==> src/hw/rtl/tdbl_pkg.sv <==
// Shared types and constants for the tree distance block.
// Used by the front end, the command queue, the back end and the top level.
package tdbl_pkg;

    localparam int MAX_NODES_DEF   = 1024;
    localparam int LIFT_LEVELS_DEF = 10;
    localparam int NODE_W          = 10;
    localparam int DIST_W          = 11;
    localparam int Q_DEPTH         = 2;

    localparam logic [NODE_W-1:0] ROOT_NODE = NODE_W'(1);

    typedef enum logic [1:0] {
        CMD_CLEAR = 2'd0,
        CMD_LOAD  = 2'd1,
        CMD_BUILD = 2'd2,
        CMD_QUERY = 2'd3
    } cmd_t;

    typedef struct packed {
        cmd_t              op;
        logic [NODE_W-1:0] node_a;
        logic [NODE_W-1:0] node_b;
        logic              in_range;
    } op_t;

endpackage

==> src/hw/rtl/tdbl_front.sv <==
// Front end: accepts input transactions, drops rejected edge loads and range-checks nodes.
// Depends on tdbl_pkg.
module tdbl_front
    import tdbl_pkg::*;
#(
    parameter int MAX_NODES = MAX_NODES_DEF
)
(
    input  logic              in_valid,
    output logic              in_ready,
    input  logic [1:0]        cmd,
    input  logic [NODE_W-1:0] node_a,
    input  logic [NODE_W-1:0] node_b,
    input  logic              q_full,
    output logic              q_push,
    output op_t               q_data
);

    logic a_ok;
    logic b_ok;
    logic drop;
    cmd_t op;

    assign op   = cmd_t'(cmd);
    assign a_ok = 32'(node_a) < 32'(MAX_NODES);
    assign b_ok = 32'(node_b) < 32'(MAX_NODES);
    assign drop = (op == CMD_LOAD) && (!a_ok || !b_ok || node_a == '0 || node_b == '0
                  || node_b == ROOT_NODE || node_a == node_b);

    assign in_ready        = !q_full;
    assign q_push          = in_valid && !q_full && !drop;
    assign q_data.op       = op;
    assign q_data.node_a   = node_a;
    assign q_data.node_b   = node_b;
    assign q_data.in_range = a_ok && b_ok;

endmodule

==> config.mk <==
export PLATFORM = sky130hd
export DESIGN_NAME = tdbl_front
export DESIGN_NICKNAME = d
export VERILOG_FILES = /design/src/hw/rtl/tdbl_pkg.sv /design/src/hw/rtl/tdbl_front.sv
export SDC_FILE = /design/constraint.sdc
export NUM_CORES = 1
export LEC_CHECK = 0
export ABC_CLOCK_PERIOD_IN_PS = 2500
export BUFFER_PORTS_ARGS = -buffer_cell sky130_fd_sc_hd__buf_2
export CAP_MARGIN = 5
export CELL_PAD_IN_SITES_DETAIL_PLACEMENT = 2
export CELL_PAD_IN_SITES_GLOBAL_PLACEMENT = 2
export CORE_AREA = 4 4 54 56
export DETAILED_ROUTE_END_ITERATION = 10
export DIE_AREA = 0 0 58 60
export PLACE_DENSITY = 0.86
export SYNTH_ARGS = -nofsm -noshare
export SYNTH_HDL_FRONTEND = slang
export SYNTH_SLANG_ARGS = --single-unit
==> constraint.sdc <==
create_clock -name vclk -period 2.5
set_clock_uncertainty 0.2 [all_clocks]
set_input_delay 0.25 -clock vclk [all_inputs]
set_output_delay 0.25 -clock vclk [all_outputs]
set_load 0.02 [all_outputs]
==> results.md, run 1 <==
- The total wirelength of the detailed-routed design is 1380 µm.
- Power spread over the standard cell area amounts to 216 nW/µm².
- In the synthesized netlist, the cells that appear most often are sky130_fd_sc_hd__buf_4, sky130_fd_sc_hd__xnor2_1, sky130_fd_sc_hd__nand4_1, sky130_fd_sc_hd__nor4_1.
- The count of mapped cells out of synthesis is 49.
- The switching part of the total is 59.7%.
- The library cell with the highest instance count after synthesis is sky130_fd_sc_hd__buf_4.
- The biggest area consumer among synthesized cells is sky130_fd_sc_hd__buf_4.
- The largest net degree at the start of global routing is 4.
- The number of port buffers is 48.
- For this run, design rule violations remaining after detail routing come to 0.
- Cells with a size suffix above 1 make up 66.2% of the layout.
- The number of endpoints with negative hold slack in the final report came to 0.
- Sequential cells account for 0% of the total power.
- The portion of total power attributed to the clock network is 0%.
- The die is 60 µm tall.
- The sum of buffers and inverters on the critical path is 2.
- In this run the worst path has a maximum fanout of 3.
- Setup violations remaining at the end of the flow were counted as 0.
- The cell that appears most often on the critical path is sky130_fd_sc_hd__buf_2.
- The run finished with clean final reports.
- The register area is 0 µm².
- After layout, the worst setup slack is 0.758 ns.
- At the end of the flow, the number of nets in the layout was 100.
- The initial antenna violation count is 0.
- Walking the worst path, the cells encountered are buf_2 > nor4_1 > nand3_1 > o41ai_2 > nor4b_1 > buf_2.
- The final count of pins violating max slew is 0.
- The via density per instance is 3.91.
- When the netlist entered floorplanning its net count stood at 73.
- The data arrival time of the worst path is 1.29 ns.
- In this design, the stage delay of the slowest critical-path cell is 0.32 ns.
- The average wire length per cell after detail routing is 13.3 µm.
- Hold timing on the final database bottoms out at a slack of 0.533 ns.
- The count of maximum capacitance violations is 0.
- The required time reported for the critical path endpoint is 2.05 ns.
- The logic depth of the worst setup path including buffers is 6.
- The number of warning messages in the yosys log is 0.
- The vias after detailed routing is 407.
- The count of different cell masters after synthesis is 12.
- Broken down by cell family, the worst path's largest delay share belongs to simple AND/OR/NAND/NOR gates.
- The clock buffer count is 0.
- For this design the static power due to leakage is 0.239 nW.
- The wire length of the first global-routing pass is 2100 µm.
- The average instance in the mapped netlist occupies 7.33 µm².
- The congestion estimate from routability-driven global placement came to 0.687.
- The worst setup slack after placement is 0.733 ns.
- The aggregate global routing overflow is 0.
- The worst setup path is of the primary input to primary output kind.
- The synthesized design devotes to its leading area cell type 48.1% of total area.
- Setup repair after global routing left no endpoint under its margin.
- The via count of the first global-routing pass is 450.
- The startpoint class of the critical path is a primary input.
- The netlist area before placement is 359 µm².
- The detail route stage leaves a number of antenna-violating nets equal to 0.
- The antenna diode count is 0.
- After synthesis, the cell types taking the most area are sky130_fd_sc_hd__buf_4, sky130_fd_sc_hd__xnor2_1, sky130_fd_sc_hd__nand4_1.
- The count of pins on the block boundary is 49.
- The share of synthesized area occupied by flip-flops and latches is 0%.
- The horizontal extent of the die is 58 µm.
- The maximum frequency from static timing analysis is 574 MHz.
- The accumulated negative setup slack is 0 ns.
- The detailed-routing iteration count for the pre-antenna-repair pass is 2.
- The cell-internal power is 0.0000403 W.
- The number of sequential storage elements is 0.
- The peak supply drop is 0.0469 mV.
- The sort of element at the end of the critical path is a primary output.
- The detailed router finished its first iteration with 2 violations.
- The clock period could shrink to 1.74 ns.
- The buffers inserted during post-CTS setup optimization is 0.
- Of the available clock period, the critical path in the final layout requires 69.7%.
- The detailed placement HPWL is 1330 µm.
- The post-cts gate resize count is 0.
- The initial standard-cell utilization of the core is 14.8%.
- Compared with the post-synthesis result, the final layout area differs by 29.3%.
- The slowest stage of the critical path belongs to the cell sky130_fd_sc_hd__nor4_1.
- The number of cells on the worst hold path is 2.
- The tightest min-delay check is of the primary input to primary output type.
- The global-route usage over all layers is 7.80%.
- The placeable core region is 2430 µm².
- Combinational cells account for 100.0% of the total power.
- In this run the power spent charging and discharging nets is 0.0000598 W.
- The die covers 3480 µm².
- The number of buffers inserted by hold repair at cts is 0.
- The standard-cell row count is 18.
metrics by stage:
| step | cell area (µm²) | instances | total power [W] | util (%) |
|---|---|---|---|---|
| after global routing | 464 | 104 | 0.000110 | 19.1 |
| final | 464 | 104 | 0.000100 | 19.1 |
| after global placement | 464 | 104 | 0.0000997 | 19.1 |
| after detailed placement | 464 | 104 | 0.000102 | 19.1 |
| after CTS | 464 | 104 | 0.000103 | 19.1 |
| after floorplan | 359 | 49 | 0.0000753 | - |
worst paths after layout:
kind | slack (ns) | from | endpoint
worst min-delay path | 0.53 | cmd[0] | q_data[21]
worst max-delay path | 0.76 | node_b[4] | q_push
layout make-up:
type / count / area, µm²
fillers: 315 / 1970
inverters: 1 / 3.75
well taps: 30 / 37.5
repair buffers: 48 / 240
multi-input cells: 25 / 183
kinds of logic (layout without fill, tap and decap cells):
| family | after synthesis | in the layout | share of synthesized area [%] |
|---|---|---|---|
| other | 1 | 1 | 1.04 |
| buffers and inverters | 24 | 49 | 49.1 |
| XOR/XNOR | 10 | 10 | 24.4 |
| AO/OA/AOI/OAI | 1 | 1 | 4.53 |
| AND/OR/NAND/NOR | 13 | 13 | 20.9 |
routing by layer:
metal  GRT usage, %  routed length [µm]
met5              0                   0
met4              0                   0
met3          0.648                 125
met2           16.1                 760
met1           9.06                 494
power groups by stage:
stage          Combinational [W]  Sequential, W  Clock (W)
5_1_grt                 0.000110              0          0
6_report                0.000100              0          0
4_1_cts                 0.000103              0          0
2_1_floorplan          0.0000753              0          0
3_3_place_gp           0.0000997              0          0
3_5_place_dp            0.000102              0          0
cell usage in the layout, fill, tap and decap left out:
cell type	count
sky130_fd_sc_hd__nor4_1	3
sky130_fd_sc_hd__nor4b_1	1
sky130_fd_sc_hd__o41ai_2	1
sky130_fd_sc_hd__nor2b_1	1
sky130_fd_sc_hd__buf_2	48
sky130_fd_sc_hd__xnor2_1	10
sky130_fd_sc_hd__nand4_1	3
sky130_fd_sc_hd__nor3_1	1
sky130_fd_sc_hd__conb_1	1
sky130_fd_sc_hd__nor2_1	2
sky130_fd_sc_hd__nand3_1	2
sky130_fd_sc_hd__inv_1	1
Power figures use the tool's default switching activity.
==> run 2: changes to the inputs <==
ABC_AREA = 1   (was not set)
ABC_CLOCK_PERIOD_IN_PS = 1500   (was 2500)
CORE_AREA = 4 4 65 67   (was 4 4 54 56)
DIE_AREA = 0 0 69 71   (was 0 0 58 60)
PLACE_DENSITY = 0.71   (was 0.86)
clock period = 1.5 ns   (was 2.5 ns; I/O delays follow)
==> results.md, run 2 <==
- The worst-path maximum fanout is 4 (+1).
- The static power due to leakage was 0.344 nW (+44%).
- The wire length on met2 was 853 µm (+12%).
- The aggregate global routing overflow is 0 (unchanged).
- Setup repair after global routing left no endpoint under its margin.
- The fraction of the cycle the final worst path needs is 91.0%.
- The required time reported for the critical path endpoint is 1.15 ns (-0.90 ns).
- The final design utilization is 15.1% (-4.0 points).
- The commonest cells after synthesis are sky130_fd_sc_hd__buf_4, sky130_fd_sc_hd__nand2_1, sky130_fd_sc_hd__nor2_1.
- The detailed placement HPWL is 1480 µm (+11%).
- The vias after detailed routing came to 519 (+28%).
- The initial standard-cell utilization of the core is 11.6% (-3.2 points).
- The total wirelength of the detailed-routed design came to 1560 µm (+13%).
- The initial antenna violation count is 0 (unchanged).
- The peak supply drop came to 0.0457 mV (-2.6%).
- The type of the worst setup path is primary input to primary output.
- The count of filler cells inserted in the layout is 479 (+52%).
- The layout-stage area growth over the synthesis result is 30.3%.
- The post-route total power is 0.000175 W (+75%).
- The global-route usage over all layers is 5.96% (-1.8 points).
- The detailed-route wire length on metal 1 was 607 µm (+23%).
- The number of sequential storage elements is 0 (unchanged).
- The proportion of synthesized area in mux cells is 0% (unchanged).
- The number of warning messages in the yosys log came to 0 (unchanged).
- The average instance area after synthesis is 5.27 µm² (-28%).
- The number of nets in the final layout was 131 (+31%).
- The final weighted congestion in routability-driven placement was 0.761 (+11%).
- The standard-cell row count was 22 (+4).
- The antenna diode count is 0 (unchanged).
- The area of the die is 4900 µm² (+41%).
- The placeable core region is 3630 µm² (+49%).
- The worst hold path begins at cmd[1].
- The count of mapped cells out of synthesis is 80 (+63%).
- The via count of the first global-routing pass is 573 (+27%).
- Signal routing reaches up to met3.
- The vertical extent of the die is 71 µm (+18%).
- The total length of routed met3 wires was 94 µm (-25%).
- The data arrival time of the worst path came to 1.02 ns (-0.27 ns).
- The area fraction of the dominant cell type after synthesis is 40.9% (-7.1 points).
- The adder-cell share of the synthesized area was 0% (unchanged).
- The post-cts gate resize count came to 0 (unchanged).
- The library cells used most frequently in the layout, excluding fill and tap cells, are sky130_fd_sc_hd__buf_2, sky130_fd_sc_hd__nand2_1, sky130_fd_sc_hd__nor2_1, sky130_fd_sc_hd__inv_1, sky130_fd_sc_hd__xnor2_1.
- The number of setup violations in the final report is 0 (unchanged).
- The xor and xnor fraction of the mapped netlist area was 10.4% (-14 points).
- The number of port buffers came to 48 (unchanged).
- The path with the worst hold slack has its endpoint at q_data[22].
- The count of pins on the block boundary is 49 (unchanged).
- The number of endpoints with negative hold slack in the final report is 0 (unchanged).
- The final count of pins violating max slew is 0 (unchanged).
- The number of cells on the worst hold path came to 2 (unchanged).
- The share of synthesized area occupied by flip-flops and latches was 0% (unchanged).
- The count of antenna-violating nets left after detailed routing was 0 (unchanged).
- The via density per instance is 3.39 (-13%).
- The sort of element at the end of the critical path is a primary output.
- Yosys instantiated no cell more often than sky130_fd_sc_hd__buf_4.
- The number of DRC violations after detailed-routing iteration 0 is 3 (+1).
- The clock buffer count is 0 (unchanged).
- By area, the combinational part of the netlist is dominated by buffers and inverters.
- The register area is 0 µm² (unchanged).
- The largest total area in the synthesized netlist belongs to sky130_fd_sc_hd__buf_4.
- The basic-gate share of the synthesized area counting and, or, nand and nor cells is 35.3% (+14 points).
- The share of post-route cells with drive strength above 1 came to 45.7% (-21 points).
- The buffers inserted during post-CTS setup optimization is 0 (unchanged).
- The most frequent standard cell in the layout excluding fill and tap cells is sky130_fd_sc_hd__buf_2.
- The path class of the tightest hold or removal check is primary input to primary output.
- The post-route cell area is 549 µm² (+18%).
- The count of different cell masters after synthesis is 10 (-2).
- The final routed DRC violation total came to 0 (unchanged).
- The detailed-routing iteration count for the pre-antenna-repair pass was 2 (unchanged).
- The average wire length per cell after detail routing came to 10.2 µm (-23%).
- The startpoint class of the critical path is a primary input.
- For this run, the top clock speed supported by timing is 733 MHz.
- The number of buffers inserted by hold repair at cts was 0 (unchanged).
- In the post-synthesis netlist, the biggest area contributors are sky130_fd_sc_hd__buf_4, sky130_fd_sc_hd__nand2_1, sky130_fd_sc_hd__nor2_1.
- The horizontal extent of the die came to 69 µm (+19%).
- The count of maximum capacitance violations came to 0 (unchanged).
- The compound-gate portion of the synthesized area is 3.56% (-0.97 points).
- The power density relative to cell area was 319 nW/µm² (+48%).
- The wire length of the first global-routing pass is 2520 µm (+20%).
- The post-synthesis net count is 104 (+42%).
- The run finished with clean final reports.
- The total placed instance area came to 549 µm² (+18%).
- The netlist area before placement is 422 µm² (+17%).
- The largest net degree at the start of global routing is 5 (+1).
- The accumulated negative setup slack is 0 ns (unchanged).
- The final period demand of the worst path is 1.37 ns.
-- run 2: cell count changes in the layout (fill, tap and decap cells not counted), sizes merged, moves of 6 or more --
cell	before	now
nor2	2	13
xnor2	10	4
inv	1	10
nand2	0	21
-- run 2: area by class of cell --
type	instances	area, µm²	share of cell area, %
timing repair buffer	48	240	43.7
inverter	10	37.5	6.83
tap	48	60.1	10.9
multi-input combinational	47	211	38.5
-- run 2: worst max-delay path by stage --
stage | start | end | slack, ns | cells past startpoint
floorplan | node_a[0] | q_push | 0.34 | 8
global placement | node_a[5] | q_push | 0.12 | 7
detailed placement | node_a[5] | q_push | 0.11 | 7
CTS | node_a[5] | q_push | 0.11 | 7
global route | node_a[0] | q_push | 0.03 | 10
finish | node_a[5] | q_push | 0.13 | 7
-- run 2: routing by layer --
layer / global-route usage, % / up-vias
met3: 0.568 / 0
met4: 0 / 0
met2: 12.5 / 27
li1: - / 262
met5: 0 / -
met1: 6.77 / 230
-- run 2: per-stage QoR --
step	std cells	hold WS (ns)	worst slack, ns
floorplan	80	0.184	0.344
global placement	153	0.336	0.118
detailed placement	153	0.341	0.112
CTS	153	0.342	0.107
global route	153	0.351	0.0319
finish	153	0.339	0.135
-- run 2: logic make-up after synthesis --
family	Yosys count
buffers and inverters	33
AO/OA/AOI/OAI	3
XOR/XNOR	5
AND/OR/NAND/NOR	38
other	1
-- run 2: critical path: stages --
cell and delay, ns:
sky130_fd_sc_hd__buf_2 0.12, sky130_fd_sc_hd__or2_0 0.21, sky130_fd_sc_hd__a21oi_1 0.16, sky130_fd_sc_hd__nand3_1 0.09, sky130_fd_sc_hd__nand2_1 0.07, sky130_fd_sc_hd__a21oi_1 0.06, sky130_fd_sc_hd__buf_2 0.16
-- run 2: where the power goes --
group          internal [W]  switching (W)  leakage, nW
registers                 0              0            0
logic             0.0000665       0.000109        0.344
clock network             0              0            0
==> run 3: changes to the inputs <==
ABC_CLOCK_PERIOD_IN_PS = 1740   (was 1500)
CORE_AREA = 4 4 59 61   (was 4 4 65 67)
DIE_AREA = 0 0 63 65   (was 0 0 69 71)
PLACE_DENSITY = 0.83   (was 0.71)
clock period = 1.74 ns   (was 1.5 ns; I/O delays follow)
==> results.md, run 3 (synthesis gave the netlist of run 2 again) <==
- The run finished with clean final reports.
- The library cell used most frequently in the layout, excluding fill and tap cells, is sky130_fd_sc_hd__buf_2.
- The number of sequential storage elements is 0 (unchanged).
- The worst-path maximum fanout was 4 (unchanged).
- For hold timing, the worst endpoint is q_data[21].
- The global-route usage over all layers was 7.34% (+1.4 points).
- The number of port buffers is 48 (unchanged).
- The initial antenna violation count is 0 (unchanged).
- The post-cts gate resize count is 0 (unchanged).
- The smallest setup slack after layout is 0.352 ns (+0.217 ns).
- Counting I/O delays and the setup requirement, the final critical path takes 1.39 ns.
- The number of nets in the final layout is 131 (unchanged).
- The share of post-route cells with drive strength above 1 came to 45.7% (unchanged).
- The worst setup slack after placement is 0.321 ns (+0.208 ns).
- The initial standard-cell utilization of the core is 14.2% (+2.6 points).
- The final count of pins violating max slew is 0 (unchanged).
- The standard-cell row count is 20 (-9.1%).
- The final non-filler cell total is 138 (-9.8%).
- The count of filler cells inserted in the layout is 373 (-22%).
- The peak supply drop is 0.0525 mV (+15%).
- The multi-input logic area was 211 µm² (unchanged).
- The count of antenna-violating nets left after detailed routing came to 0 (unchanged).
- Setup repair after global routing left no endpoint under its margin.
- The largest net degree at the start of global routing is 5 (unchanged).
- The detailed-route wire length on metal 1 is 589 µm (-3.0%).
- The number of placed instances, taps included came to 138 (-9.8%).
- The static power due to leakage is 0.344 nW (unchanged).
- In the layout the commonest cells are sky130_fd_sc_hd__buf_2, sky130_fd_sc_hd__nand2_1, sky130_fd_sc_hd__nor2_1, sky130_fd_sc_hd__inv_1, sky130_fd_sc_hd__xnor2_1.
- The number of DRC violations after detailed-routing iteration 0 is 14 (+11).
- The vertical extent of the die was 65 µm (-8.5%).
- The number of endpoints with negative hold slack in the final report is 0 (unchanged).
- The final weighted congestion in routability-driven placement is 0.686 (-9.8%).
- The antenna diode count is 0 (unchanged).
- The number of buffers inserted by hold repair at cts is 0 (unchanged).
- The accumulated negative setup slack is 0 ns (unchanged).
- The detailed placement HPWL is 1440 µm (-3.1%).
- Derived from the worst setup path, the maximum achievable clock frequency is 720 MHz.
- The vias after detailed routing came to 513 (-1.2%).
- The register area came to 0 µm² (unchanged).
- The fraction of the cycle the final worst path needs is 79.8%.
- The post-route total power is 0.000151 W (-14%).
- The placeable core region is 2980 µm² (-18%).
- The average wire length per cell after detail routing came to 11.0 µm (+8.6%).
- The aggregate global routing overflow was 0 (unchanged).
- The clock buffer count is 0 (unchanged).
- The count of pins on the block boundary is 49 (unchanged).
- The total wirelength of the detailed-routed design is 1520 µm (-2.1%).
- The min-delay analysis places its worst path in the category primary input to primary output.
- The count of maximum capacitance violations is 0 (unchanged).
- The data arrival time of the worst path is 1.01 ns (about the same).
- The wire length of the first global-routing pass is 2520 µm (unchanged).
- The required time reported for the critical path endpoint was 1.37 ns (+0.22 ns).
- The detailed-routing iteration count for the pre-antenna-repair pass was 2 (unchanged).
- The total length of routed met3 wires was 92 µm (-2.1%).
- The sort of element at the end of the critical path is a primary output.
- Routed signal wires occupy layers up through met3.
- The source of the worst hold timing path is cmd[0].
- The area of the die was 4100 µm² (-16%).
- The wire length on met2 is 842 µm (-1.3%).
- The startpoint class of the critical path is a primary input.
- The power density relative to cell area is 285 nW/µm² (-11%).
- The via density per instance was 3.72 (+9.6%).
- The buffers inserted during post-CTS setup optimization came to 0 (unchanged).
- The number of setup violations in the final report is 0 (unchanged).
- The via count of the first global-routing pass was 615 (+7.3%).
- The final routed DRC violation total was 0 (unchanged).
- The post-route worst hold slack is 0.393 ns (+0.0540 ns).
- The horizontal extent of the die is 63 µm (-8.7%).
- The layout-stage area growth over the synthesis result is 25.8%.
- The setup path with the least slack is of type primary input to primary output.
- The number of cells on the worst hold path is 2 (unchanged).
## run 3: cell counts in the layout (fill, tap and decap cells not counted)
No cell type changed its count.
## run 3: critical path, stage by stage
cell and delay [ns]:
sky130_fd_sc_hd__buf_2 0.12, sky130_fd_sc_hd__or2_0 0.21, sky130_fd_sc_hd__a21oi_1 0.15, sky130_fd_sc_hd__nand3_1 0.09, sky130_fd_sc_hd__nand2_1 0.06, sky130_fd_sc_hd__a21oi_1 0.05
sky130_fd_sc_hd__buf_2 0.16
## run 3: metal layers
| layer | vias up | track usage [%] |
|---|---|---|
| li1 | 263 | - |
| met1 | 229 | 7.44 |
| met2 | 21 | 16.2 |
| met3 | 0 | 1.04 |
| met4 | 0 | 0 |
| met5 | - | 0 |
## run 3: cell type report
type	instances	area share, %
Multi-Input combinational cell	47	39.9
Timing Repair Buffer	48	45.3
Tap cell	33	7.78
Inverter	10	7.08
## run 3: worst max-delay path by stage
stage / from / to / slack (ns) / depth (start not counted)
6_report: node_a[5] / q_push / 0.35 / 7
3_5_place_dp: node_a[0] / q_push / 0.32 / 10
5_1_grt: node_a[0] / q_push / 0.22 / 10
4_1_cts: node_a[0] / q_push / 0.32 / 10
3_3_place_gp: node_a[0] / q_push / 0.33 / 10
2_1_floorplan: node_a[0] / q_push / 0.54 / 8
## run 3: metrics by stage
step | instance area [µm²] | utilization [%]
after floorplan | 422 | -
after global placement | 531 | 17.8
after detailed placement | 531 | 17.8
after CTS | 531 | 17.8
after global routing | 531 | 17.8
final | 531 | 17.8
## run 3: power by group
part | switching, W | internal, W
clock | 0 | 0
sequential | 0 | 0
combinational | 0.0000939 | 0.0000573
