### src/hw/rtl/tdbl_pkg.sv
// Shared types and constants for the tree distance block.
// Used by the front end, the command queue, the back end and the top level.
package tdbl_pkg;

    localparam int MAX_NODES_DEF   = 1024;
    localparam int LIFT_LEVELS_DEF = 10;
    localparam int NODE_W          = 10;
    localparam int DIST_W          = 11;
    localparam int Q_DEPTH         = 2;

    localparam logic [NODE_W-1:0] ROOT_NODE = NODE_W'(1);

    typedef enum logic [1:0] {
        CMD_CLEAR = 2'd0,
        CMD_LOAD  = 2'd1,
        CMD_BUILD = 2'd2,
        CMD_QUERY = 2'd3
    } cmd_t;

    typedef struct packed {
        cmd_t              op;
        logic [NODE_W-1:0] node_a;
        logic [NODE_W-1:0] node_b;
        logic              in_range;
    } op_t;

endpackage

### src/hw/rtl/tdbl_queue.sv
// Short queue of classified commands between the front end and the back end.
// Depends on tdbl_pkg.
module tdbl_queue
    import tdbl_pkg::*;
(
    input  logic clk,
    input  logic rst_n,
    input  logic push,
    input  op_t  push_data,
    output logic full,
    input  logic pop,
    output logic head_valid,
    output op_t  head_data
);

    localparam int PW = (Q_DEPTH > 1) ? $clog2(Q_DEPTH) : 1;

    op_t                 slot_reg [Q_DEPTH];
    logic [PW-1:0]       wr_ptr_reg;
    logic [PW-1:0]       rd_ptr_reg;
    logic [PW:0]         count_reg;
    logic                do_pop;

    assign full       = count_reg == (PW+1)'(Q_DEPTH);
    assign head_valid = count_reg != '0;
    assign head_data  = slot_reg[rd_ptr_reg];
    assign do_pop     = pop && head_valid;

    always_ff @(posedge clk)
    begin
        if (push && !full)
        begin
            slot_reg[wr_ptr_reg] <= push_data;
        end
    end

    always_ff @(posedge clk or negedge rst_n)
    begin
        if (!rst_n)
        begin
            wr_ptr_reg <= '0;
            rd_ptr_reg <= '0;
            count_reg  <= '0;
        end
        else
        begin
            if (push && !full)
            begin
                wr_ptr_reg <= (wr_ptr_reg == PW'(Q_DEPTH-1)) ? '0 : wr_ptr_reg + 1'b1;
            end
            if (do_pop)
            begin
                rd_ptr_reg <= (rd_ptr_reg == PW'(Q_DEPTH-1)) ? '0 : rd_ptr_reg + 1'b1;
            end
            count_reg <= count_reg + (PW+1)'(push && !full) - (PW+1)'(do_pop);
        end
    end

endmodule

### config.mk
export PLATFORM = sky130hd
export DESIGN_NAME = tdbl_queue
export DESIGN_NICKNAME = d
export VERILOG_FILES = /design/src/hw/rtl/tdbl_pkg.sv /design/src/hw/rtl/tdbl_queue.sv
export SDC_FILE = /design/constraint.sdc
export NUM_CORES = 1
export LEC_CHECK = 0
export BUFFER_PORTS_ARGS = -buffer_cell sky130_fd_sc_hd__buf_4
export CAP_MARGIN = 5
export CORE_MARGIN = 2
export CORE_UTILIZATION = 28
export CTS_BUF_LIST = sky130_fd_sc_hd__clkbuf_4 sky130_fd_sc_hd__clkbuf_8
export CTS_CLUSTER_SIZE = 8
export DETAILED_ROUTE_END_ITERATION = 8
export PLACE_DENSITY_LB_ADDON = 0.12
export SYNTH_ARGS = -nofsm -noshare
export SYNTH_HDL_FRONTEND = slang
export SYNTH_SLANG_ARGS = --single-unit
### constraint.sdc
create_clock -name clk -period 4.8 [get_ports clk]
set_input_delay 0.96 -clock clk [delete_from_list [all_inputs] [get_ports clk]]
set_output_delay 0.96 -clock clk [all_outputs]
set_load 0.01 [all_outputs]
==> results, run 1 <==
- The total instance count after detailed placement is 221.
- During I/O placement, the number of pins put on the boundary was 52.
- The clock root buffer master is sky130_fd_sc_hd__clkbuf_8.
- The total setup buffers inserted after CTS is 0.
- The sequential share of power is 45.0%.
- The number of nets with antenna violations after detailed routing is 0.
- The clock transition at the registers of the reported paths is 0.08 ns.
- The global-route congestion overflow total is 0.
- The die outline height is 87.5 µm.
- The number of pins with negative max-slew slack in the final report is 0.
- The sum of negative setup slack is 0 ns.
- The DRC violation count after routing is 0.
- The overall fraction of global-route tracks in use is 9.33%.
- The ratio of final minimum period to clock period is 56.2%.
- Data on the critical path is required at its endpoint by 3.84 ns.
- Measured against its own limit, the worst slew margin works out to 72.5%.
- For this design the total switching power over the nets is 409 µW.
- The minimum clock period is 2.70 ns.
- For the pin with the worst max-slew slack, the measured transition is 0.412 ns.
- In this run the top signal layer used is met4.
- The number of inserted diodes is 0.
- The number of clock buffers inserted by TritonCTS is 5.
- In this run the power density over the cells is 567 nW/µm².
- Setup repair after global routing left no endpoint under its margin.
- The share of total power dissipated in the clock network is 16.7%.
- The horizontal die dimension is 87.5 µm.
- The critical path goes through buf_4, mux2_4, buf_4.
- The share of synthesized area occupied by flip-flops and latches is 75.9%.
- Synthesis produced a netlist with a net count of 119.
- VDD sags by at most 260 µV.
- Broken down by cell family, the worst path's largest delay share belongs to flip-flops.
- The flip-flop and latch area is 1480 µm².
- The post-synthesis register bit count is 50.
- Summing all non-filler instances in the final layout gives an area of 2510 µm².
- The average instance in the mapped netlist occupies 21.7 µm².
- For this block, the initial DRC count from the detailed router was 36.
- The standard cell core area is 6760 µm².
- Cells with a size suffix above 1 make up 59.1% of the layout.
- The worst path buffer plus inverter count is 2.
- For this block, the routed nets add up to 3.30 mm of wire.
- The non-filler instance count after layout is 229.
- The effective utilization at floorplan is 28.9%.
- The detailed-router iteration count before antenna repair is 6.
- Summed over all nets, the half-perimeter wirelength after detailed placement is 2.42 mm.
- After technology mapping, the gate count stands at 90.
- For this block, the via count after detailed routing is 954.
- Summing all multi-input logic gate instances after layout gives 430 µm².
- The netlist uses 15 different library cells.
- For the final database, setup skew stands at 0.00609 ns.
- The routed length per instance is 14.4 µm.
- The run finished with clean final reports.
- The internal power is 1020 µW.
- Of all nets on the critical path, the largest fanout is 17.
- The layout has 655 filler cells.
- The met2 wire length is 1.57 mm.
- The wire length of the first global-routing pass is 5.18 mm.
- The worst setup path is launched from a flop.
- The number of levels in the clock H-tree is 2.
- The number of hold-repair buffers added at the cts stage is 0.
- The power share of the combinational group is 38.3%.
- The critical path endpoint category is a primary output.
- The Yosys step of the flow raised 0 warnings.
- The clock passes through at most 2 buffers.
- Data arrives at the worst endpoint at 1.74 ns.
- The maximum frequency from static timing analysis is 370 MHz.
- The kind of critical path is flop to primary output.
- TritonCTS built the clock tree.
- The growth of design area from synthesis to finish is 28.9%.
- The worst hold path belongs to the class input pin to async pin.
- At the end of routability-driven placement, the weighted congestion stood at 0.657.
- In this design, the critical path's most frequently occurring cell is sky130_fd_sc_hd__buf_4.
- In this run the static leakage power is 0.00101 µW.
- The cell with the biggest individual delay on the critical path is sky130_fd_sc_hd__dfrtp_1.
- The number of flip-flops under the largest register name is 46.
- The number of antenna violations at the first check in global routing is 0.
- The final setup violation count is 0.
- Dividing the detail-routed via count by the number of cells gives 4.17.
- Max-cap violations in this run came to 0.
- The clock net in this run drives a total of 50 sinks.
- The post-CTS resize count is 0.
- The number of global-route vias before repair is 1051.
- Row generation in the floorplan step produced 30 rows.
- The sum of routed wire segments on met1 is 1.45 mm.
- The largest single stage delay on the critical path is 0.56 ns.
- The routed length on met3 is 227 µm.
- During placement, the flow inserted port buffers numbering 51.
- The final net count is 177.
- The completed layout was analyzed and its total power is 1430 µW.
- At the later pin of the worst-skew pair, clock insertion delay measures 0.30 ns.
- The number of failing hold endpoints at the final stage is 0.
- The cell area after technology mapping is 1950 µm².
- Entering global routing, the biggest net connects 18 pins.
- The switching share of power is 28.7%.
- The area after detailed placement is 2420 µm².
- The total die area is 7650 µm².
-- Yosys cell counts --
library cell / n / area [µm²]
sky130_fd_sc_hd__and2_4: 1 / 8.76
sky130_fd_sc_hd__ha_1: 2 / 25.0
sky130_fd_sc_hd__dfrtp_1: 4 / 100
sky130_fd_sc_hd__or2_4: 1 / 8.76
sky130_fd_sc_hd__nand2_1: 1 / 3.75
sky130_fd_sc_hd__nand2b_1: 1 / 6.26
sky130_fd_sc_hd__mux2_2: 4 / 45.0
sky130_fd_sc_hd__inv_1: 2 / 7.51
sky130_fd_sc_hd__xnor2_1: 3 / 26.3
sky130_fd_sc_hd__xor2_1: 1 / 8.76
sky130_fd_sc_hd__mux2_4: 19 / 285
sky130_fd_sc_hd__and3_1: 1 / 6.26
sky130_fd_sc_hd__buf_6: 3 / 33.8
sky130_fd_sc_hd__edfxtp_1: 46 / 1380
sky130_fd_sc_hd__nor2_1: 1 / 3.75
-- cell type report --
type	count	area share (%)
flip-flops and latches	50	58.9
clock inverters	2	0.547
well taps	80	3.98
inverters	2	0.299
clock buffers	6	3.03
multi-input cells	35	17.1
repair buffers	54	16.1
-- cells by family after synthesis --
group	count (synthesis)	synth area share, %
xor gates and xnor gates	4	1.80
adders and majority gates	2	1.28
DFF	50	75.9
and+or+nand+nor	6	1.92
buffers and inverters	5	2.12
muxes	23	16.9
-- layout by cell type (no fill, tap or decap), drive strengths merged --
cell type   n
xor2        1
and3        1
or2         1
clkbuf      6
ha          2
nand2b      1
mux2       23
nor2        1
inv         2
clkinv      2
dfrtp       4
edfxtp     46
nand2       1
xnor2       3
and2        1
buf        54
-- power groups by stage --
stage	combinational, µW	clock, µW	sequential [µW]
floorplan	369	0	634
global placement	552	0	650
detailed placement	561	0	654
CTS	563	249	645
global route	594	268	653
finish	546	238	642
-- worst register-to-register path: stages, from the launching register on --
cell,delay [ns]
sky130_fd_sc_hd__dfrtp_1,0.41
sky130_fd_sc_hd__or2_4,0.26
sky130_fd_sc_hd__and2_4,0.16
sky130_fd_sc_hd__ha_1,0.26
sky130_fd_sc_hd__inv_1,0.04
sky130_fd_sc_hd__ha_1,0.17
sky130_fd_sc_hd__xnor2_1,0.19
sky130_fd_sc_hd__xnor2_1,0.14
-- worst paths after layout --
kind                                         from                endpoint  slack [ns]  depth (start not counted)
setup / recovery           rd_ptr_reg$_DFFE_PN0P_            head_data[5]        2.10                          3
hold / removal                              rst_n  count_reg[1]$_DFF_PN0_        0.45                          1
setup reg to reg           count_reg[1]$_DFF_PN0_  count_reg[1]$_DFF_PN0_        3.10                          7
hold reg to reg            count_reg[1]$_DFF_PN0_  count_reg[1]$_DFF_PN0_        0.50                          1
max in group asynchronous                   rst_n  rd_ptr_reg$_DFFE_PN0P_        4.25                          1
min in group clk           count_reg[1]$_DFF_PN0_  count_reg[1]$_DFF_PN0_        0.50                          1
-- layer usage --
layer,track usage (%),vias up
li1,-,453
met1,11.6,456
met2,14.5,40
met3,3.70,5
met4,3.78,0
met5,0,-
-- metrics by stage --
step | hold slack [ns] | util [%] | worst slack (ns)
floorplan | 0.461 | - | 2.36
global placement | 0.483 | 35.9 | 2.41
detailed placement | 0.492 | 35.9 | 2.39
CTS | 0.434 | 37.2 | 2.05
global route | 0.429 | 37.2 | 1.98
finish | 0.446 | 37.2 | 2.10
(Power assumes the default switching activity.)
==> run 2, diff against run 1 <==
- ABC_AREA: unset -> 1
- clock period: 4.8 -> 2.5 ns (I/O delays scaled with it)
==> results, run 2 <==
- In the routed design, unresolved DRC markers number 0.
- The die outline height is 87.9 µm.
- Setup repair after global routing left no endpoint under its margin.
- The worst setup path endpoint is head_data[1].
- For the worst setup path, the data arrival time is 1.38 ns.
- The overall fraction of global-route tracks in use is 9.99%.
- The cell count of the worst reg-to-reg path is 10.
- The final wirelength is 3.61 mm.
- The area growth from synthesis to layout is 30.4%.
- The distinct cell type count of the synthesized netlist is 12.
- The post-route core utilization is 37.8%.
- The post-synthesis register bit count is 50.
- Summed over all cells, the static leakage comes to 0.00113 µW.
- The transition at the pin with the smallest max-transition slack is 0.347 ns.
- The number of hold buffers added after CTS was 1.
- In the final layout, the multi-input gates occupy 379 µm².
- The total overflow left after global routing is 0.
- The area after detailed placement is 2450 µm².
- For met1 alone, demand over resource in global routing was 12.0%.
- The final route contains 1197 vias.
- The flip-flop and latch area is 1480 µm².
- The cell with the biggest individual delay on the critical path is sky130_fd_sc_hd__dfrtp_1.
- For flop-to-flop paths, the worst setup slack is 1.08 ns.
- The post-synthesis average cell area is 12.9 µm².
- In the finished design, the share of the clock period the worst path needs comes to 75.3%.
- The run finished with clean final reports.
- Once detail routing completed, the nets flagged for antenna violations numbered 0.
- For this run, the post-layout net count is 241.
- The pin count of the biggest net entering global routing is 25.
- The origin of the critical flop-to-flop path is count_reg[1]$_DFF_PN0_.
- The worst setup path is of the flop to primary output kind.
- The number of failing hold endpoints at the final stage is 0.
- The standard cell core area is 6790 µm².
- Sorting the synthesized cells by how often they occur yields sky130_fd_sc_hd__nand2_1 (72), sky130_fd_sc_hd__edfxtp_1 (46), sky130_fd_sc_hd__nand2_2 (10), sky130_fd_sc_hd__inv_1 (9), sky130_fd_sc_hd__dfrtp_1 (4).
- The number of antenna violations at the first check in global routing came to 0.
- For this block, the initial DRC count from the detailed router was 29.
- Based on the critical path, the design can be clocked at up to 531 MHz.
- On the final layout, the worst hold slack is 0.373 ns.
- The largest total area in the synthesized netlist belongs to sky130_fd_sc_hd__edfxtp_1.
- Headroom to the max-slew limit came out at 76.9%.
- The number of ports placed on the die boundary is 52.
- For this run, the detailed router's first-pass iteration total came to 4.
- The die covers 7720 µm².
- The portion of synthesized cell area occupied by the leading cell type is 70.1%.
- The proportion of synthesized flip-flops having asynchronous set or reset is 8.00%.
- The number of warnings issued by yosys is 0.
- Sequential elements use 75.2% of the synthesized area.
- Once the clock tree was built, the setup fixing pass inserted 0 buffers.
- The most frequently used flop master after synthesis is sky130_fd_sc_hd__edfxtp_1.
- The clock root buffer master is sky130_fd_sc_hd__clkbuf_8.
- The worst register-to-register path ends at count_reg[1]$_DFF_PN0_.
- The first global-routing pass estimated 5.56 mm of wire.
- The maximum fanout count along the critical path is 12.
- Setup violations remaining at the end of the flow were counted as 0.
- Detailed placement finished with a half-perimeter wire length of 2.41 mm.
- The maximum clock insertion buffer count is 2.
- For this design the ratio of total power to cell area is 1110 nW/µm².
- The global routing usage on met3 is 3.96%.
- The register with the most flip-flops in the layout has 46 of them.
- The library cell used most frequently in the layout, excluding fill and tap cells, is sky130_fd_sc_hd__nand2_1.
- The routed length per instance is 11.7 µm.
- The number of max-capacitance violations reported is 0.
- In this design, the stage delay of the slowest critical-path cell is 0.55 ns.
- The clock tree from TritonCTS is yes.
- The horizontal die dimension is 87.9 µm.
- Counting every sink on the clock net gives 50.
- After clock tree synthesis, the clock-pin slew on the worst setup and hold paths is 0.09 ns.
- For met2 alone, demand over resource in global routing was 16.5%.
- After detailed routing, the number of vias per cell comes to 3.87.
- In this run, post-CTS repair resized a total of 0 instances.
- In the layout the commonest cells are sky130_fd_sc_hd__nand2_1 (72), sky130_fd_sc_hd__buf_4 (56), sky130_fd_sc_hd__edfxtp_1 (46).
- The critical path starts at rd_ptr_reg$_DFFE_PN0P_.
- The post-synth net total is 182.
- After routing the design area is 2570 µm².
- The worst path required time is 2.00 ns.
- The number of pins with negative max-slew slack in the final report was 0.
- Synthesis produced a netlist whose cell count is 153.
- Traced cell by cell, the critical path runs through buf_4, nand2_1, nand2_1, buf_4.
- Summing every instance area after synthesis gives 1970 µm².
- The clock latency reported for the late side of the worst-skew pair is 0.30 ns.
- The number of inserted diodes is 0.
- The final worst clock skew is 0.00820 ns.
- The floorplan has 30 rows.
- The number of clock buffers inserted by TritonCTS is 5.
- The layer carrying the most global-route usage is met2.
- The critical path endpoint category is a primary output.
- The ratio of cells with drive above 1 in the final layout is 35.7%.
- The clock tree synthesis step divided the H-tree into 2 levels.
- The final estimated routing congestion in global placement is 0.743.
- The count of flip-flops with a built-in enable after synthesis is 46.
- Yosys instantiated no cell more often than sky130_fd_sc_hd__nand2_1.
- The number of global-route vias before repair is 1122.
- The maximum VDD drop is 489 µV.
- The nature of the critical path startpoint is a flop.
- The filler cells instantiated in the layout total 687.
- By area the synthesized netlist is led by sky130_fd_sc_hd__edfxtp_1 (70%), sky130_fd_sc_hd__nand2_1 (14%), sky130_fd_sc_hd__dfrtp_1 (5.1%), sky130_fd_sc_hd__nand2_2 (3.2%), sky130_fd_sc_hd__inv_1 (1.7%).
- The effective utilization at floorplan is 29.0%.
- The minimum clock period is 1.88 ns.
- The min-delay analysis places its worst path in the category input pin to flop.
- The count of buffers added on input and output ports is 51.
- After routing, the total negative slack on setup checks comes to 0 ns.
run 2: cell types whose count changed after synthesis, sizes merged:
cell	previous run	this run
nand2	1	82
inv	2	10
mux2	23	0
or2	1	0
and2	1	0
nand3	0	3
clkbuf	0	1
and3	1	0
xnor2	3	0
buf	3	4
nand2b	1	0
xor2	1	0
run 2: how the worst min path moves through the flow:
| stage | start | to | slack [ns] | depth (start not counted) |
|---|---|---|---|---|
| after floorplan | rst_n | count_reg[0]$_DFF_PN0_ | 0.20 | 0 |
| after detailed placement | rst_n | wr_ptr_reg$_DFFE_PN0P_ | 0.31 | 1 |
| final | push_data[6] | slot_reg[0][6]$_DFFE_PP_ | 0.37 | 1 |
| after CTS | push_data[6] | slot_reg[0][6]$_DFFE_PP_ | 0.37 | 1 |
| after global placement | rst_n | wr_ptr_reg$_DFFE_PN0P_ | 0.31 | 1 |
| after global routing | push_data[4] | slot_reg[1][4]$_DFFE_PP_ | 0.36 | 1 |
run 2: power breakdown:
group	total, µW	switching, µW	internal, µW
clock network	563	254	309
registers	1220	76.1	1150
logic	1080	623	457
run 2: final cells by class:
cell class                 instances  area share (%)
inverter                          10            1.75
tap                               96            4.67
multi-input combinational         88            14.8
clock inverter                     2            1.46
timing repair buffer              57            16.7
sequential                        50            57.6
clock buffer                       6            2.97
run 2: per-layer routing:
metal  share of wire [%]  up-vias  wire length [µm]
li1                    -      614                 -
met1                  43      541              1550
met2                  48       37              1750
met3                 7.4        5               266
met4                 1.4        0                50
met5                   0        -                 0
run 2: per-stage QoR:
step,power (µW),std cells,setup WS [ns]
after global routing,3080,309,0.479
after global placement,2360,300,0.949
after detailed placement,2350,300,0.907
final,2860,309,0.617
after CTS,2930,309,0.570
after floorplan,1900,153,0.532
run 2: critical path, delay by kind of cell, from the launching register on:
| family | cells | cell delay (ns) |
|---|---|---|
| flops | 1 | 0.55 |
| buf+inv | 2 | 0.38 |
| simple gates | 2 | 0.14 |
run 2: cell families (layout without fill, tap and decap cells):
logic type / count (synthesis) / in the layout / share of synthesized area, %
buf+inv: 15 / 75 / 5.71
flops: 50 / 50 / 75.2
simple gates: 86 / 86 / 17.8
fa+ha+maj: 2 / 2 / 1.27
==> run 3, diff against run 2 <==
- clock period: 2.5 -> 1.75 ns (I/O delays scaled with it)
==> results, run 3 (same netlist as run 2, synthesis figures left out) <==
- The flow ran to the end, and the final reports show no timing, DRC or antenna violations.
- Leaving out fill and tap cells, the most frequent cell in the layout is sky130_fd_sc_hd__nand2_1.
- In this run the worst path has a maximum fanout of 24.
- After floorplanning, the core was divided into 30 placement rows.
- The clock latency reported for the late side of the worst-skew pair is 0.29 ns.
- Routability-driven placement finished with a final weighted congestion of 0.690.
- The maximum clock insertion buffer count is 2.
- OpenSTA, run right after detailed placement, puts the worst setup slack at 0.303 ns.
- The horizontal die dimension is 87.9 µm.
- The library cells used most frequently in the layout, excluding fill and tap cells, are sky130_fd_sc_hd__nand2_1 (72), sky130_fd_sc_hd__buf_4 (57), sky130_fd_sc_hd__edfxtp_1 (46).
- The transition at the pin with the smallest max-transition slack is 0.207 ns.
- Subtracting the final worst setup slack from the clock period gives 1.61 ns.
- Once placement finished, the instance area stood at 2470 µm².
- 52 I/O pins were placed.
- The startpoint identified for the worst register-to-register timing path is count_reg[1]$_DFF_PN0_.
- The total number of clock tree sinks is 50.
- The class of the tightest hold or removal check is input pin to flop.
- Setup repair after global routing left no endpoint under its margin.
- Of the cells placed in the final design, the portion with a size suffix greater than 1 is 36.3%.
- The total die area is 7720 µm².
- The final critical path takes up 92.3% of the cycle.
- The number of failing hold endpoints at the final stage was 0.
- The global-route congestion overflow total is 0.
- The multi-input gate area in the final layout is 379 µm².
- The number of pins with negative max-slew slack in the final report is 0.
- The number of antenna violations at the first check in global routing was 0.
- The sum of negative setup slack is 0 ns.
- The clock root buffer master is sky130_fd_sc_hd__clkbuf_8.
- The final worst clock skew is 0.00227 ns.
- Fill cells in the final layout number 657.
- The final net count is 244.
- The H-tree was split into 2 levels.
- The hold path startpoint is push_data[5].
- The critical path endpoint category is a primary output.
- The number of I/O port buffers is 51.
- The total power per unit cell area is 1590 nW/µm².
- TritonCTS built the clock tree.
- STA puts the critical path data arrival time at 1.26 ns.
- The number of max-capacitance violations reported is 0.
- Detailed placement finished with a half-perimeter wire length of 2.48 mm.
- The effective utilization at floorplan is 29.0%.
- The pin count of the biggest net entering global routing is 25.
- Along the worst hold path, the cell count comes to 1.
- The worst path required time is 1.40 ns.
- The overall fraction of global-route tracks in use is 9.96%.
- The path with the worst hold slack has its endpoint at slot_reg[1][5]$_DFFE_PP_.
- The floorplan step set the die height to 87.9 µm.
- The worst register-to-register path ends at count_reg[1]$_DFF_PN0_.
- In the routed design, unresolved DRC markers number 0.
- Clock-pin slew was measured on the worst setup and hold paths at 0.08 ns.
- The detail route stage leaves a number of antenna-violating nets equal to 0.
- Using the TritonRoute via totals, the vias-per-cell ratio works out to 3.82.
- The nature of the critical path startpoint is a flop.
- The register with the most flip-flops in the layout has 46 of them.
- The growth of design area from synthesis to finish is 31.8%.
- The total non-filler cell area in the finished layout is 2600 µm².
- The setup path with the least slack is of type flop to primary output.
- The reported leakage power is 0.00114 µW.
- After layout, the design draws a total of 4120 µW.
- After layout, the worst setup slack is 0.136 ns.
- The number of antenna diodes in the final layout is 0.
- The flip-flop and latch area is 1480 µm².
- The maximum VDD drop is 685 µV.
- Clock tree synthesis inserted a total of 5 buffers.
- The worst relative slew slack is 86.2%.
- Summing over every cut layer, the via total after detailed routing is 1187.
- Dividing the detail-routed wire length by the instance count gives 11.7 µm.
- After floorplanning, the core was sized to cover 6790 µm².
- The number of DRC markers in iteration 0 is 71.
- The first global-routing pass estimated 5.65 mm of wire.
- The worst-case register-to-register setup slack is 0.31 ns.
- The cell count of the worst reg-to-reg path is 10.
- The number of global-route vias before repair was 1140.
- After detailed routing, the total wire length is 3.63 mm.
- The maximum frequency from static timing analysis is 619 MHz.
- The final setup violation count is 0.
- The first detailed-routing pass ran for 4 iterations.
## run 3: cell types whose count changed in the layout (fill, tap and decap cells not counted), sizes merged
cell,delta
clkinvlp,-1
inv,-1
clkinv,+2
buf,+2
## run 3: worst max-delay path, stage by stage, from the launching register on
cell                       delay [ns]
sky130_fd_sc_hd__dfrtp_2         0.49
sky130_fd_sc_hd__clkinv_8        0.17
sky130_fd_sc_hd__nand2_1         0.09
sky130_fd_sc_hd__nand2_1         0.07
sky130_fd_sc_hd__buf_4           0.15
## run 3: through the flow
step	utilization, %	hold slack (ns)	instances
6_report	38.2	0.235	311
5_1_grt	38.2	0.217	311
3_3_place_gp	36.3	0.154	301
4_1_cts	38.0	0.228	309
2_1_floorplan	-	0.0544	153
3_5_place_dp	36.3	0.154	301
## run 3: how the worst max path moves through the flow
stage	start	endpoint	slack, ns	cells past startpoint
5_1_grt	rd_ptr_reg$_DFFE_PN0P_	head_data[2]	0.02	4
3_5_place_dp	rd_ptr_reg$_DFFE_PN0P_	head_data[18]	0.30	4
2_1_floorplan	count_reg[1]$_DFF_PN0_	slot_reg[1][0]$_DFFE_PP_	0.18	3
4_1_cts	rd_ptr_reg$_DFFE_PN0P_	head_data[2]	0.08	4
6_report	rd_ptr_reg$_DFFE_PN0P_	head_data[2]	0.14	4
3_3_place_gp	count_reg[1]$_DFF_PN0_	count_reg[1]$_DFF_PN0_	0.30	10
## run 3: final cells by class
class / instances / share of cell area (%)
clock buffer: 5 / 2.65
clock inverter: 2 / 1.30
inverter: 10 / 1.93
multi-input combinational: 88 / 14.6
sequential: 50 / 57.1
tap: 96 / 4.62
timing repair buffer: 60 / 17.8
## run 3: metal layers
metal | part of all wire, % | vias up | routed length [µm] | global-route usage [%]
met1 | 45 | 525 | 1640 | 12.6
li1 | - | 620 | - | -
met3 | 7.3 | 5 | 264 | 4.34
met2 | 46 | 37 | 1670 | 15.4
met4 | 1.4 | 0 | 49 | 3.36
met5 | 0 | - | 0 | 0
## run 3: repair_timing
item                       CTS  global route
setup endpoints to repair   20             1
hold buffers                 1             0
setup buffers                0             2
gates resized for setup      1             1
hold endpoints to repair     4             0
## run 3: power by group
| part | switching (µW) | internal, µW |
|---|---|---|
| clock network | 347 | 413 |
| logic | 902 | 711 |
| registers | 110 | 1640 |
